--- src/sv/sfd_pkg.sv ---
// Package for the spring force block: constants, item types and cell data types.
package sfd_pkg;

    // Fixed-point format and field widths.
    localparam int FRAC_BITS  = 16;
    localparam int UNIT_BITS  = 30;
    localparam int FIELD_W    = 32;
    localparam int D_W        = FIELD_W + 1;
    localparam int MAG_W      = FIELD_W;
    localparam int SQ_W       = 2 * MAG_W;
    localparam int SUM_W      = SQ_W + 2;
    localparam int LEN_W      = SUM_W / 2;
    localparam int REM_W      = LEN_W + 3;
    localparam int Q_W        = UNIT_BITS + 1;
    localparam int M_W        = FIELD_W + LEN_W - FRAC_BITS;
    localparam int MH_W       = M_W - FIELD_W;

    // Chain lengths and total latency.
    localparam int SQRT_STEPS = LEN_W;
    localparam int DIV_STEPS  = Q_W;
    localparam int LATENCY    = 3 + SQRT_STEPS + 2 + DIV_STEPS + 2;

    // Configuration register indexes.
    localparam int CFG_IDX_W = 8;
    localparam logic [CFG_IDX_W-1:0] REG_STIFFNESS = 8'd0;
    localparam logic [CFG_IDX_W-1:0] REG_REST      = 8'd1;
    localparam logic [FIELD_W-1:0]   ONE_FIXED     = FIELD_W'(1) << FRAC_BITS;

    // One input item.
    typedef struct packed {
        logic signed [FIELD_W-1:0] particle_x;
        logic signed [FIELD_W-1:0] particle_y;
        logic signed [FIELD_W-1:0] particle_z;
        logic signed [FIELD_W-1:0] other_x;
        logic signed [FIELD_W-1:0] other_y;
        logic signed [FIELD_W-1:0] other_z;
        logic [FIELD_W-1:0]        particle_mass;
    } in_item_t;

    // One result item.
    typedef struct packed {
        logic signed [FIELD_W-1:0] force_x;
        logic signed [FIELD_W-1:0] force_y;
        logic signed [FIELD_W-1:0] force_z;
        logic                      skipped;
    } out_item_t;

    // Data handed along the square-root chain.
    typedef struct packed {
        logic                       skip;
        logic [2:0]                 dneg;
        logic [2:0][MAG_W-1:0]      mag;
        logic [SUM_W-1:0]           rad;
        logic [REM_W-1:0]           rem;
        logic [LEN_W-1:0]           root;
    } sqrt_data_t;

    // Data handed along the divider chain.
    typedef struct packed {
        logic                       skip;
        logic [2:0]                 dneg;
        logic                       stretched;
        logic                       zero;
        logic [LEN_W-1:0]           len;
        logic [M_W-1:0]             m;
        logic [2:0][LEN_W-1:0]      rem;
        logic [2:0][Q_W-1:0]        quo;
        logic [2:0]                 nbit;
    } div_data_t;

endpackage

--- src/sv/sfd_div_cell.sv ---
// One cell of the divider chain: resolves one quotient bit in each of three lanes.
module sfd_div_cell (
    input  logic               clk,
    input  logic               rst_n,
    input  logic               in_valid,
    input  sfd_pkg::div_data_t in_data,
    output logic               out_valid,
    output sfd_pkg::div_data_t out_data
);

    localparam int SH_W = sfd_pkg::LEN_W + 1;

    logic                  valid_reg;
    sfd_pkg::div_data_t    data_reg;
    sfd_pkg::div_data_t    data_next;
    logic [SH_W-1:0]       sh [3];
    logic [SH_W-1:0]       diff [3];
    logic [2:0]            take;

    // Restoring division step in each lane.
    always_comb
    begin
        data_next = in_data;
        for (int i = 0; i < 3; i++)
        begin
            sh[i]   = {in_data.rem[i], in_data.nbit[i]};
            take[i] = (sh[i] >= {1'b0, in_data.len});
            diff[i] = sh[i] - {1'b0, in_data.len};
            data_next.rem[i] = take[i] ? diff[i][sfd_pkg::LEN_W-1:0]
                                       : sh[i][sfd_pkg::LEN_W-1:0];
            data_next.quo[i] = {in_data.quo[i][sfd_pkg::Q_W-2:0], take[i]};
        end
        data_next.nbit = 3'b000;
    end

    // Valid bit.
    always_ff @(posedge clk or negedge rst_n)
    begin
        if (!rst_n)
        begin
            valid_reg <= 1'b0;
        end
        else
        begin
            valid_reg <= in_valid;
        end
    end

    // Payload.
    always_ff @(posedge clk)
    begin
        data_reg <= data_next;
    end

    assign out_valid = valid_reg;
    assign out_data  = data_reg;

endmodule

--- config.mk ---
export PLATFORM = sky130hd
export DESIGN_NAME = sfd_div_cell
export DESIGN_NICKNAME = d
export VERILOG_FILES = /design/src/sv/sfd_pkg.sv /design/src/sv/sfd_div_cell.sv
export SDC_FILE = /design/constraint.sdc
export NUM_CORES = 1
export LEC_CHECK = 0
export ABC_AREA = 1
export BUFFER_PORTS_ARGS = -buffer_cell sky130_fd_sc_hd__buf_2
export CORE_UTILIZATION = 28
export CTS_CLUSTER_DIAMETER = 200
export CTS_CLUSTER_SIZE = 25
export DETAILED_ROUTE_END_ITERATION = 10
export HOLD_SLACK_MARGIN = 0.05
export PLACE_DENSITY_LB_ADDON = 0.2
export REMOVE_ABC_BUFFERS = 1
export SETUP_SLACK_MARGIN = 0.02
export SKIP_LAST_GASP = 1
export SLEW_MARGIN = 20
export SYNTH_ARGS = -nofsm -noshare
export SYNTH_HDL_FRONTEND = slang
export SYNTH_SLANG_ARGS = --single-unit
--- constraint.sdc ---
create_clock -name clk -period 0.8 [get_ports clk]
set_input_delay 0.16 -clock clk [delete_from_list [all_inputs] [get_ports clk]]
set_output_delay 0.16 -clock clk [all_outputs]
set_load 0.01 [all_outputs]
# Yosys cells after proc, flatten, opt, wreduce, memory -nomap -nowiden
# Cells that the tools add are included.
[word_totals] regBits=281 in_bits=286 out_inout_bits=284 wordCells=22
[classes] add_sub_neg=3 order_cmp=3 mux=3
[op_table] operator="greater-or-equal comparator 34 x 33 -> 1 bit" count=3
[op_table] operator="2-to-1 mux 33 bit" count=3
[op_table] operator="subtractor 33 bit" count=3

# Depth between registers and ports, before layout
[depth] word_depth=2 depth_mapped=15 mapped_depth_nobuf=15

# Worst setup path before layout
# No wires, ideal clock.
[synth_path] kind="in2reg" start="in in_data[0] in the netlist's numbering" end="reg data_reg (netlist bit out_data[121])" setup_ns=0.112 arrival_time_ns=1.560 t_required_ns=0.688 path_slack_ns=-0.873 path_stages=13 path_buffers=1 cell_sequence="inv_1 > ha_1 > inv_1 > fa_1 > nand3_1 > nand3_2 > nand2_1 > nand2_2 > nand2_4 > nand2_8 > buf_8 > nand3_2 > nand2_1"
[synth_rtl] element="start: declaration" line_no="sfd_div_cell.sv:6" text="input sfd_pkg::div_data_t in_data,"
[synth_rtl] element="end signal: assignment" line_no="sfd_div_cell.sv:52" text="data_reg <= data_next;"
[synth_rtl] element="end: declaration" line_no="sfd_div_cell.sv:14" text="sfd_pkg::div_data_t data_reg;"

==> impl_metrics.json <==
{
  "hold_path_class": "input port to flip-flop",
  "grt_pass1_vias": 19100,
  "cp-end-kind": "flip-flop",
  "final_max_slew_viol_count": 0,
  "critPathTopFamily": "simple AND/OR/NAND/NOR gates",
  "syn_area_mm2": 0.0153,
  "synth_cell_types": 36,
  "stdcell_count": 4198,
  "crit_chain": "buf_8 > clkinvlp_4 > buf_6 > ha_4 > nand2_4 > nor2_4 > nand2_2 > nor2_2 > nand3b_1 > nand2_2 > nor2_4 > buf_12 > nand2_8 > buf_6 > nand2_2 > nand2_1",
  "stdcell_area_mm2": 0.0296,
  "synth_edf_count": 0,
  "ant_nets": 0,
  "p_per_area_mw_per_mm2": 1480,
  "clock_sinks": 281,
  "die-area_mm2": 0.0558,
  "crit_path_frequent_cell": "nand2_2",
  "p_total_mw": 43.7,
  "fmax_mhz": 628,
  "placed_cell_area_mm2": 0.0216,
  "layout_setup_ws_ps": -793,
  "crit_buf_inv": 5,
  "synth-seq-cells": 281,
  "path_class": "input port to flip-flop",
  "cts.htree.levels": 1,
  "ys_async_sr_fraction_pct": 0.356,
  "cp_slowest_cell": "ha_4",
  "numCtsBuffers": 15,
  "nets": 3883,
  "period_share_pct": 199,
  "grtUsageTotal_pct": 29.2,
  "max_stage_delay_ps": 270,
  "cts_max_path_buffers": 3,
  "power_leakage_nw": 15.3,
  "ys_warn_count": 0,
  "grtUsageMet1_pct": 35.3,
  "wl_per_cell_um": 20.0,
  "start_kind": "input port",
  "layout-drive-gt1-share_pct": 46.7,
  "rows": 85,
  "cts_tree": "done",
  "critical_path_arrival_ps": 2060,
  "syn2layout_area_growth_pct": 92.6,
  "antenna_found_initial": 12,
  "viasPerCell": 4.46,
  "finalHoldViolations": 0,
  "start_util_pct": 28.4,
  "cp_max_fo": 7,
  "vdd_ir_drop_max_mv": 1.17,
  "met2_usage_pct": 50.8,
  "ioPinCount": 570,
  "rsz0062_at_grt": "yes",
  "die_y_um": 236,
  "grtUsageMet3_pct": 5.31,
  "grt_max_degree": 33,
  "drt-initial-drc-count": 978,
  "synthCells": 2257,
  "busiest_layer": "met2",
  "required_ps": 1260,
  "dp.cells": 3815,
  "drt_pass1_iterations": 5,
  "postSynthAreaPerCell_um2": 6.80,
  "clk_pin_slew_ps": 110,
  "via_count": 18700,
  "grt_pass1_wl_mm": 121,
  "place_hpwl_mm": 64.7,
  "gp_congestion": 0.975,
  "drt_wl_total_mm": 83.9,
  "core_mm2": 0.0540,
  "period_minus_slack_ps": 1590,
  "place_ws_ps": -1490,
  "cts_root_buf": "clkbuf_16",
  "drcViolationCount": 0,
  "outcome": "finished with violations",
  "grt_overflow": 0,
  "cap_violations": 0,
  "io_buffers": 563,
  "setup_viol": 383,
  "ys_seq_area_share_pct": 36.7,
  "holdWs_ps": 49.0,
  "synthFlopType": "dfxtp_1",
  "die_x_um": 236,
  "violations": "setup timing"
}
-- worst paths after layout --
kind	from	to	slack, ps	depth (start not counted)
max	in_data[264]	out_data[135]	-790	16
min	in_data[162]	out_data[163]	50	4
max in group asynchronous	rst_n	out_valid	240	3
min in group asynchronous	rst_n	out_valid	450	3
-- area by class of cell --
cell class              instances  area [um2]
multi-input cells            1545       10300
well taps                     696         871
flip-flops and latches        281        5920
fillers                      5152       24500
repair buffers               1242       10500
inverters                     410        1610
diodes                          6        15.0
clock inverters                 2        28.8
clock buffers                  16         379
-- cell usage in the layout (no fill, tap or decap), drive strengths merged, types with 6 or more instances in the layout --
cell,synthesis,layout
a21o,6,6
a21oi,62,62
and2,18,18
buf,30,961
clkbuf,0,17
clkinvlp,0,18
dfxtp,280,280
diode,0,6
dlygate4sd3,0,280
ha,99,99
inv,410,394
nand2,892,899
nand3,203,203
nand3b,33,33
nand4,6,6
nor2,128,128
nor3,30,30
or2,7,7
xor2,39,39
-- through the flow --
step           util, %  TNS [ps]
6_report          54.7   -172630
3_5_place_dp      39.9   -145960
5_1_grt           54.7   -187400
2_1_floorplan        -   -114880
4_1_cts           53.1   -177840
3_3_place_gp      39.9   -144810
-- registers in the layout, summed over array words and instances (netlist names) --
register   cells
out_data     280
out_valid      1
-- repair_timing --
action	in CTS	in global routing
setup buffers	58	18
gates cloned	12	1
pin swaps	105	103
resized for setup	780	177
setup endpoints to repair	383	383
hold buffers	277	3
endpoints found under the hold margin	279	3
-- report_power, final --
part           switching (mW)  internal [mW]
logic                    9.32           9.14
registers               0.936           15.6
clock network            5.12           3.51
-- kinds of logic after synthesis --
group                    count (synthesis)  share of synthesized area [%]
flip-flops                             281                           36.7
AND/OR/NAND/NOR                       1319                           38.3
other                                    1                         0.0244
adder cells (fa/ha/maj)                102                           8.46
buffers and inverters                  440                           11.6
AO/OA/AOI/OAI                           72                           2.49
XOR/XNOR                                42                           2.40
-- cell usage after synthesis, types with 2 or more instances --
cell type | number | area, um2
nor3_2 | 7 | 70.1
a21o_1 | 6 | 45.0
nor2_4 | 5 | 56.3
inv_1 | 398 | 1490
nand3b_1 | 33 | 248
and3_1 | 2 | 12.5
nand2_1 | 869 | 3260
buf_12 | 2 | 40.0
fa_1 | 3 | 60.1
buf_4 | 5 | 37.5
nor2_1 | 111 | 417
nand3_1 | 162 | 811
buf_6 | 5 | 56.3
dfxtp_1 | 280 | 5610
inv_2 | 12 | 45.0
nand2_2 | 17 | 106
nand2_4 | 3 | 33.8
nor3_1 | 23 | 115
buf_8 | 2 | 30.0
nand3_2 | 41 | 410
nand4_1 | 6 | 37.5
and2_1 | 18 | 113
xor2_1 | 39 | 342
o21ai_0 | 3 | 15.0
ha_1 | 99 | 1240
buf_2 | 16 | 80.1
or2_2 | 7 | 43.8
a21oi_1 | 61 | 305
nor2_2 | 11 | 68.8
nand2_8 | 3 | 60.1
xnor2_1 | 3 | 26.3
-- metal layers --
layer	share of wire [%]	vias to the layer above
met5	0.064	-
met4	5.0	8
met3	5.7	148
met2	47	562
met1	42	8634
li1	-	9358
Power figures use the tool's default switching activity.
