<file path="src/sv/sfd_pkg.sv">
// Package for the spring force block: constants, item types and cell data types.
package sfd_pkg;

    // Fixed-point format and field widths.
    localparam int FRAC_BITS  = 16;
    localparam int UNIT_BITS  = 30;
    localparam int FIELD_W    = 32;
    localparam int D_W        = FIELD_W + 1;
    localparam int MAG_W      = FIELD_W;
    localparam int SQ_W       = 2 * MAG_W;
    localparam int SUM_W      = SQ_W + 2;
    localparam int LEN_W      = SUM_W / 2;
    localparam int REM_W      = LEN_W + 3;
    localparam int Q_W        = UNIT_BITS + 1;
    localparam int M_W        = FIELD_W + LEN_W - FRAC_BITS;
    localparam int MH_W       = M_W - FIELD_W;

    // Chain lengths and total latency.
    localparam int SQRT_STEPS = LEN_W;
    localparam int DIV_STEPS  = Q_W;
    localparam int LATENCY    = 3 + SQRT_STEPS + 2 + DIV_STEPS + 2;

    // Configuration register indexes.
    localparam int CFG_IDX_W = 8;
    localparam logic [CFG_IDX_W-1:0] REG_STIFFNESS = 8'd0;
    localparam logic [CFG_IDX_W-1:0] REG_REST      = 8'd1;
    localparam logic [FIELD_W-1:0]   ONE_FIXED     = FIELD_W'(1) << FRAC_BITS;

    // One input item.
    typedef struct packed {
        logic signed [FIELD_W-1:0] particle_x;
        logic signed [FIELD_W-1:0] particle_y;
        logic signed [FIELD_W-1:0] particle_z;
        logic signed [FIELD_W-1:0] other_x;
        logic signed [FIELD_W-1:0] other_y;
        logic signed [FIELD_W-1:0] other_z;
        logic [FIELD_W-1:0]        particle_mass;
    } in_item_t;

    // One result item.
    typedef struct packed {
        logic signed [FIELD_W-1:0] force_x;
        logic signed [FIELD_W-1:0] force_y;
        logic signed [FIELD_W-1:0] force_z;
        logic                      skipped;
    } out_item_t;

    // Data handed along the square-root chain.
    typedef struct packed {
        logic                       skip;
        logic [2:0]                 dneg;
        logic [2:0][MAG_W-1:0]      mag;
        logic [SUM_W-1:0]           rad;
        logic [REM_W-1:0]           rem;
        logic [LEN_W-1:0]           root;
    } sqrt_data_t;

    // Data handed along the divider chain.
    typedef struct packed {
        logic                       skip;
        logic [2:0]                 dneg;
        logic                       stretched;
        logic                       zero;
        logic [LEN_W-1:0]           len;
        logic [M_W-1:0]             m;
        logic [2:0][LEN_W-1:0]      rem;
        logic [2:0][Q_W-1:0]        quo;
        logic [2:0]                 nbit;
    } div_data_t;

endpackage

</file>
<file path="src/sv/sfd_sqrt_cell.sv">
// One cell of the square-root chain: resolves one root bit per item.
module sfd_sqrt_cell (
    input  logic                clk,
    input  logic                rst_n,
    input  logic                in_valid,
    input  sfd_pkg::sqrt_data_t in_data,
    output logic                out_valid,
    output sfd_pkg::sqrt_data_t out_data
);

    localparam int SH_W = sfd_pkg::REM_W + 2;

    logic                   valid_reg;
    sfd_pkg::sqrt_data_t    data_reg;
    sfd_pkg::sqrt_data_t    data_next;
    logic [SH_W-1:0]        rem_sh;
    logic [SH_W-1:0]        trial;
    logic [SH_W-1:0]        diff;
    logic                   take;

    // Bring down the next bit pair and try the trial subtrahend.
    always_comb
    begin
        rem_sh = {in_data.rem, in_data.rad[sfd_pkg::SUM_W-1 -: 2]};
        trial  = SH_W'({in_data.root, 2'b01});
        take   = (rem_sh >= trial);
        diff   = rem_sh - trial;
        data_next      = in_data;
        data_next.rad  = {in_data.rad[sfd_pkg::SUM_W-3:0], 2'b00};
        data_next.rem  = take ? diff[sfd_pkg::REM_W-1:0] : rem_sh[sfd_pkg::REM_W-1:0];
        data_next.root = {in_data.root[sfd_pkg::LEN_W-2:0], take};
    end

    // Valid bit.
    always_ff @(posedge clk or negedge rst_n)
    begin
        if (!rst_n)
        begin
            valid_reg <= 1'b0;
        end
        else
        begin
            valid_reg <= in_valid;
        end
    end

    // Payload.
    always_ff @(posedge clk)
    begin
        data_reg <= data_next;
    end

    assign out_valid = valid_reg;
    assign out_data  = data_reg;

endmodule

</file>
<file path="config.mk">
export PLATFORM = sky130hd
export DESIGN_NAME = sfd_sqrt_cell
export DESIGN_NICKNAME = d
export VERILOG_FILES = /design/src/sv/sfd_pkg.sv /design/src/sv/sfd_sqrt_cell.sv
export SDC_FILE = /design/constraint.sdc
export NUM_CORES = 1
export LEC_CHECK = 0
export BUFFER_PORTS_ARGS = -buffer_cell sky130_fd_sc_hd__buf_2
export CAP_MARGIN = 5
export CORE_AREA = 2 2 185 187
export CTS_CLUSTER_DIAMETER = 120
export DETAILED_ROUTE_END_ITERATION = 16
export DIE_AREA = 0 0 187 189
export SKIP_LAST_GASP = 1
export SYNTH_ARGS = -nofsm -noshare
export SYNTH_HDL_FRONTEND = slang
export SYNTH_SLANG_ARGS = --single-unit
export TNS_END_PERCENT = 10
</file>
<file path="constraint.sdc">
create_clock -name clk -period 0.8 [get_ports clk]
set_input_delay 0.08 -clock clk [delete_from_list [all_inputs] [get_ports clk]]
set_output_delay 0.08 -clock clk [all_outputs]
set_load 0.02 [all_outputs]
</file>
Yosys cells after proc, flatten, opt, wreduce, memory -nomap -nowiden
Cells that the tools add are included.
{"block": "word_totals", "wordCells": 12, "input_bits": 238, "output_inout_bits": 236, "ff_bits": 234}
{"block": "classes", "order_cmp": 1, "mux": 1, "addsub": 1}
{"op": ">= comparator 38 x 35 -> 1 bit", "n": 1}
{"op": "2-to-1 mux 36 bit", "n": 1}
{"op": "subtractor 36 x 35 -> 36 bit", "n": 1}

Longest topological paths before layout
{"block": "logic_depth", "ltp_word": 2, "depth_mapped": 12, "ltp_nobuf": 10}

Worst setup path before layout
Ideal clock, no wire load.
{"block": "synth_path", "path_kind": "input port to flip-flop", "from": "input in_data[1] (netlist name)", "to": "register data_reg, in the netlist out_data[41]", "stages": 11, "setup_time_ns": 0.121, "t_arrival_ns": 2.340, "required_time_ns": 0.679, "path_slack_ns": -1.661, "n_path_buf": 1, "path_cell_list": "inv_1 > ha_1 > nor2_1 > a211oi_1 > o311a_1 > o21a_1 > o21a_1 > nor4b_2 > nor2_2 > buf_6 > mux2_4"}
{"element": "start: declaration", "line_no": "sfd_sqrt_cell.sv:6", "rtl": "input sfd_pkg::sqrt_data_t in_data,"}
{"element": "end signal: assignment", "line_no": "sfd_sqrt_cell.sv:50", "rtl": "data_reg <= data_next;"}
{"element": "end: declaration", "line_no": "sfd_sqrt_cell.sv:14", "rtl": "sfd_pkg::sqrt_data_t data_reg;"}

==> impl_metrics.env <==
export IMPL_cp_start_kind="input port"
export IMPL_grt_pass1_vias=8311
export IMPL_overflow=0
export IMPL_worst_setup_path_type="in2reg"
export IMPL_synth_edff_count=0
export IMPL_syn_area_per_cell_um2=12.3
export IMPL_die_h_um=189
export IMPL_layoutNonFillerInstCount=1922
export IMPL_post_dp_cell_area_um2=11300
export IMPL_p_leak_nw=7.34
export IMPL_fp_coreArea_um2=33300
export IMPL_fin_crit_sh_pct=248
export IMPL_cpMaxStageDelayCell="o311a_1"
export IMPL_post_route_min_period_ns=1.98
export IMPL_first_pass_iters=4
export IMPL_nets=1725
export IMPL_clk_pin_slew_ns=0.06
export IMPL_fill_cells=3124
export IMPL_grt_pass1_wl_mm=51.5
export IMPL_yosysSeqAreaShare_pct=63.9
export IMPL_clock_tree_root_cell="clkbuf_16"
export IMPL_wl_per_cell_um=18.6
export IMPL_hold_class="in2reg"
export IMPL_synth_top_flop_cell="dfxtp_1"
export IMPL_vdd_drop_max_mv=1.73
export IMPL_stdcell_area_um2=14800
export IMPL_arrival_ns=2.41
export IMPL_violations="setup timing"
export IMPL_postRouteAntennaNets=0
export IMPL_grt_use_total_pct=19.5
export IMPL_p_per_area_nw_per_um2=2300
export IMPL_cp_cell_sequence="buf_8 > ha_4 > a21o_1 > o311a_1 > o21a_1 > o21a_1 > nor4b_4 > nor2_4 > buf_12 > mux2_4"
export IMPL_worstPathBufferInverterCount=2
export IMPL_place_congestion=0.857
export IMPL_io_pins=474
export IMPL_crit_family="compound AO/OA/AOI/OAI gates"
export IMPL_die_w_um=187
export IMPL_syn_to_final_growth_pct=102
export IMPL_die_area_um2=35300
export IMPL_setup_viol=271
export IMPL_vias=7749
export IMPL_crit_path_frequent_cell="o21a_1"
export IMPL_cts_num_sinks=234
export IMPL_cp_data_required_time_ns=1.22
export IMPL_dp_hpwl_mm=27.1
export IMPL_grt_max_degree=14
export IMPL_synth_seq_cells=234
export IMPL_synthArstFlopShare_pct=0.427
export IMPL_synth_cells=596
export IMPL_h_tree_depth=1
export IMPL_initial_core_util_pct=22.1
export IMPL_netlist_area_um2=7340
export IMPL_clock_path_buffers=3
export IMPL_max_stage_delay_ns=0.39
export IMPL_drv_slew=0
export IMPL_yosys_warnings=0
export IMPL_hold_viol_final=0
export IMPL_drt_iter0_drc=211
export IMPL_rsz0062_at_grt="yes"
export IMPL_cap_violations=0
export IMPL_viasPerCell=4.03
export IMPL_status="finished, violations left"
export IMPL_cp_end_kind="flop"
export IMPL_clock_fmax_ghz=0.505
export IMPL_dp_cells=1629
export IMPL_startpoint="in_data[36]"
export IMPL_antenna_found_initial=9
export IMPL_cp_depth=10
export IMPL_setup_slack_ns=-1.18
export IMPL_crit_end="out_data[57]$_DFF_P_"
export IMPL_fp_row_count=67
export IMPL_cts_buffers=27
export IMPL_final_layout_size_suffix_gt1_share_pct=49.3
export IMPL_cts_tree="yes"
export IMPL_drc=0
export IMPL_worstPathMaxFanout=12
export IMPL_wl_mm=35.8
export IMPL_io_buffer_count=471
export IMPL_yosysUniqueCellTypes=51
## area by class of cell
cell class	count	area (um2)	share of cell area, %
clock inverter	16	269	1.81
inverter	44	168	1.13
clock buffer	31	691	4.65
antenna	4	10.0	0.0675
tap	448	561	3.78
timing repair buffer	837	5760	38.8
sequential	234	4690	31.6
multi-input combinational	308	2690	18.1
## kinds of logic after synthesis
family | after synthesis | synth area share, %
flops | 234 | 63.9
compound gates | 108 | 9.61
simple gates | 97 | 6.89
buf+inv | 55 | 3.29
fa+ha+maj | 35 | 5.97
xor+xnor | 33 | 3.94
mux | 33 | 6.37
other cells | 1 | 0.0511
## worst min-delay path by stage
stage                           start              endpoint  slack (ns)  depth (start not counted)
after floorplan                 rst_n   out_valid$_DFF_PN0_       -0.22                          0
after global placement          rst_n   out_valid$_DFF_PN0_       -0.14                          1
after detailed placement        rst_n   out_valid$_DFF_PN0_       -0.14                          1
after CTS                 in_data[63]  out_data[65]$_DFF_P_        0.02                          4
after global routing      in_data[63]  out_data[65]$_DFF_P_        0.04                          4
final                     in_data[63]  out_data[65]$_DFF_P_        0.04                          4
## Yosys cell counts (6+ instances only)
master      n  share of area, %
nand3_1     9              0.61
nand2_1    26               1.3
inv_1      44               2.2
a21o_1     14               1.4
xnor2_1    25               3.0
ha_1       35               6.0
nor2_1     14              0.72
a211oi_1    6              0.61
a21oi_1    29               2.0
o21a_1      8              0.82
o21ai_0    19               1.3
mux2_4     26               5.3
mux2_2      6              0.92
and3_1      7              0.60
nor3_1      7              0.48
dfxtp_1   233                64
xor2_1      8              0.95
## sequential cells by signal, summed over array words and instances, names as in the netlist
name and cells:
out_data 233, out_valid 1
## report_power, final
group / internal (mW) / leakage (nW) / total (mW) / switching [mW]
Clock: 8.44 / 0.469 / 13.5 / 5.07
Combinational: 3.82 / 4.90 / 7.68 / 3.86
Sequential: 12.6 / 1.98 / 12.9 / 0.261
## layer usage
metal	vias to the layer above	wire length, um	track usage [%]
met1	3609	15000	23.0
met4	10	1400	8.33
li1	3751	-	-
met5	-	67	0
met2	315	17300	33.3
met3	64	2070	5.12
## repair_timing
action | in CTS | in global routing
endpoints found under the hold margin | 233 | 0
gates resized for setup | 6 | 24
hold buffers | 235 | 0
pin swaps | 3 | 5
endpoints found under the setup margin | 271 | 271
gates cloned | 0 | 1
setup buffers | 0 | 6
## cells in the final DEF (no fill, tap or decap), types with 5 or more instances in the layout
master	netlist	routed
nor3_1	7	7
and2_1	5	5
buf_2	3	469
a21oi_1	29	24
a211o_1	5	5
o21ai_0	19	16
dfxtp_1	233	233
nand2_1	26	23
ha_1	35	22
nor2_1	14	12
a21o_1	14	14
clkinv_2	0	5
mux2_4	26	26
xnor2_1	25	25
and3_1	7	6
buf_4	2	127
o21bai_1	5	5
bufinv_16	0	7
xor2_1	8	8
inv_2	0	7
clkbuf_16	0	28
o21a_1	8	8
ha_4	0	11
dlygate4sd3_1	0	235
inv_1	44	36
mux2_2	6	6
nand3_1	9	6
## stage by stage
stage,setup slack [ns],utilization (%),hold slack [ns],power [mW],setup TNS [ns]
after detailed placement,-1.73,34.0,-0.142,19.7,-62.50
after global placement,-1.70,34.0,-0.144,19.6,-61.26
after CTS,-1.13,44.1,0.0181,34.3,-118.09
final,-1.18,44.6,0.0397,34.1,-111.99
after floorplan,-1.47,-,-0.216,16.6,-52.45
after global routing,-1.24,44.6,0.0389,35.4,-123.11
(Power assumes the default switching activity.)
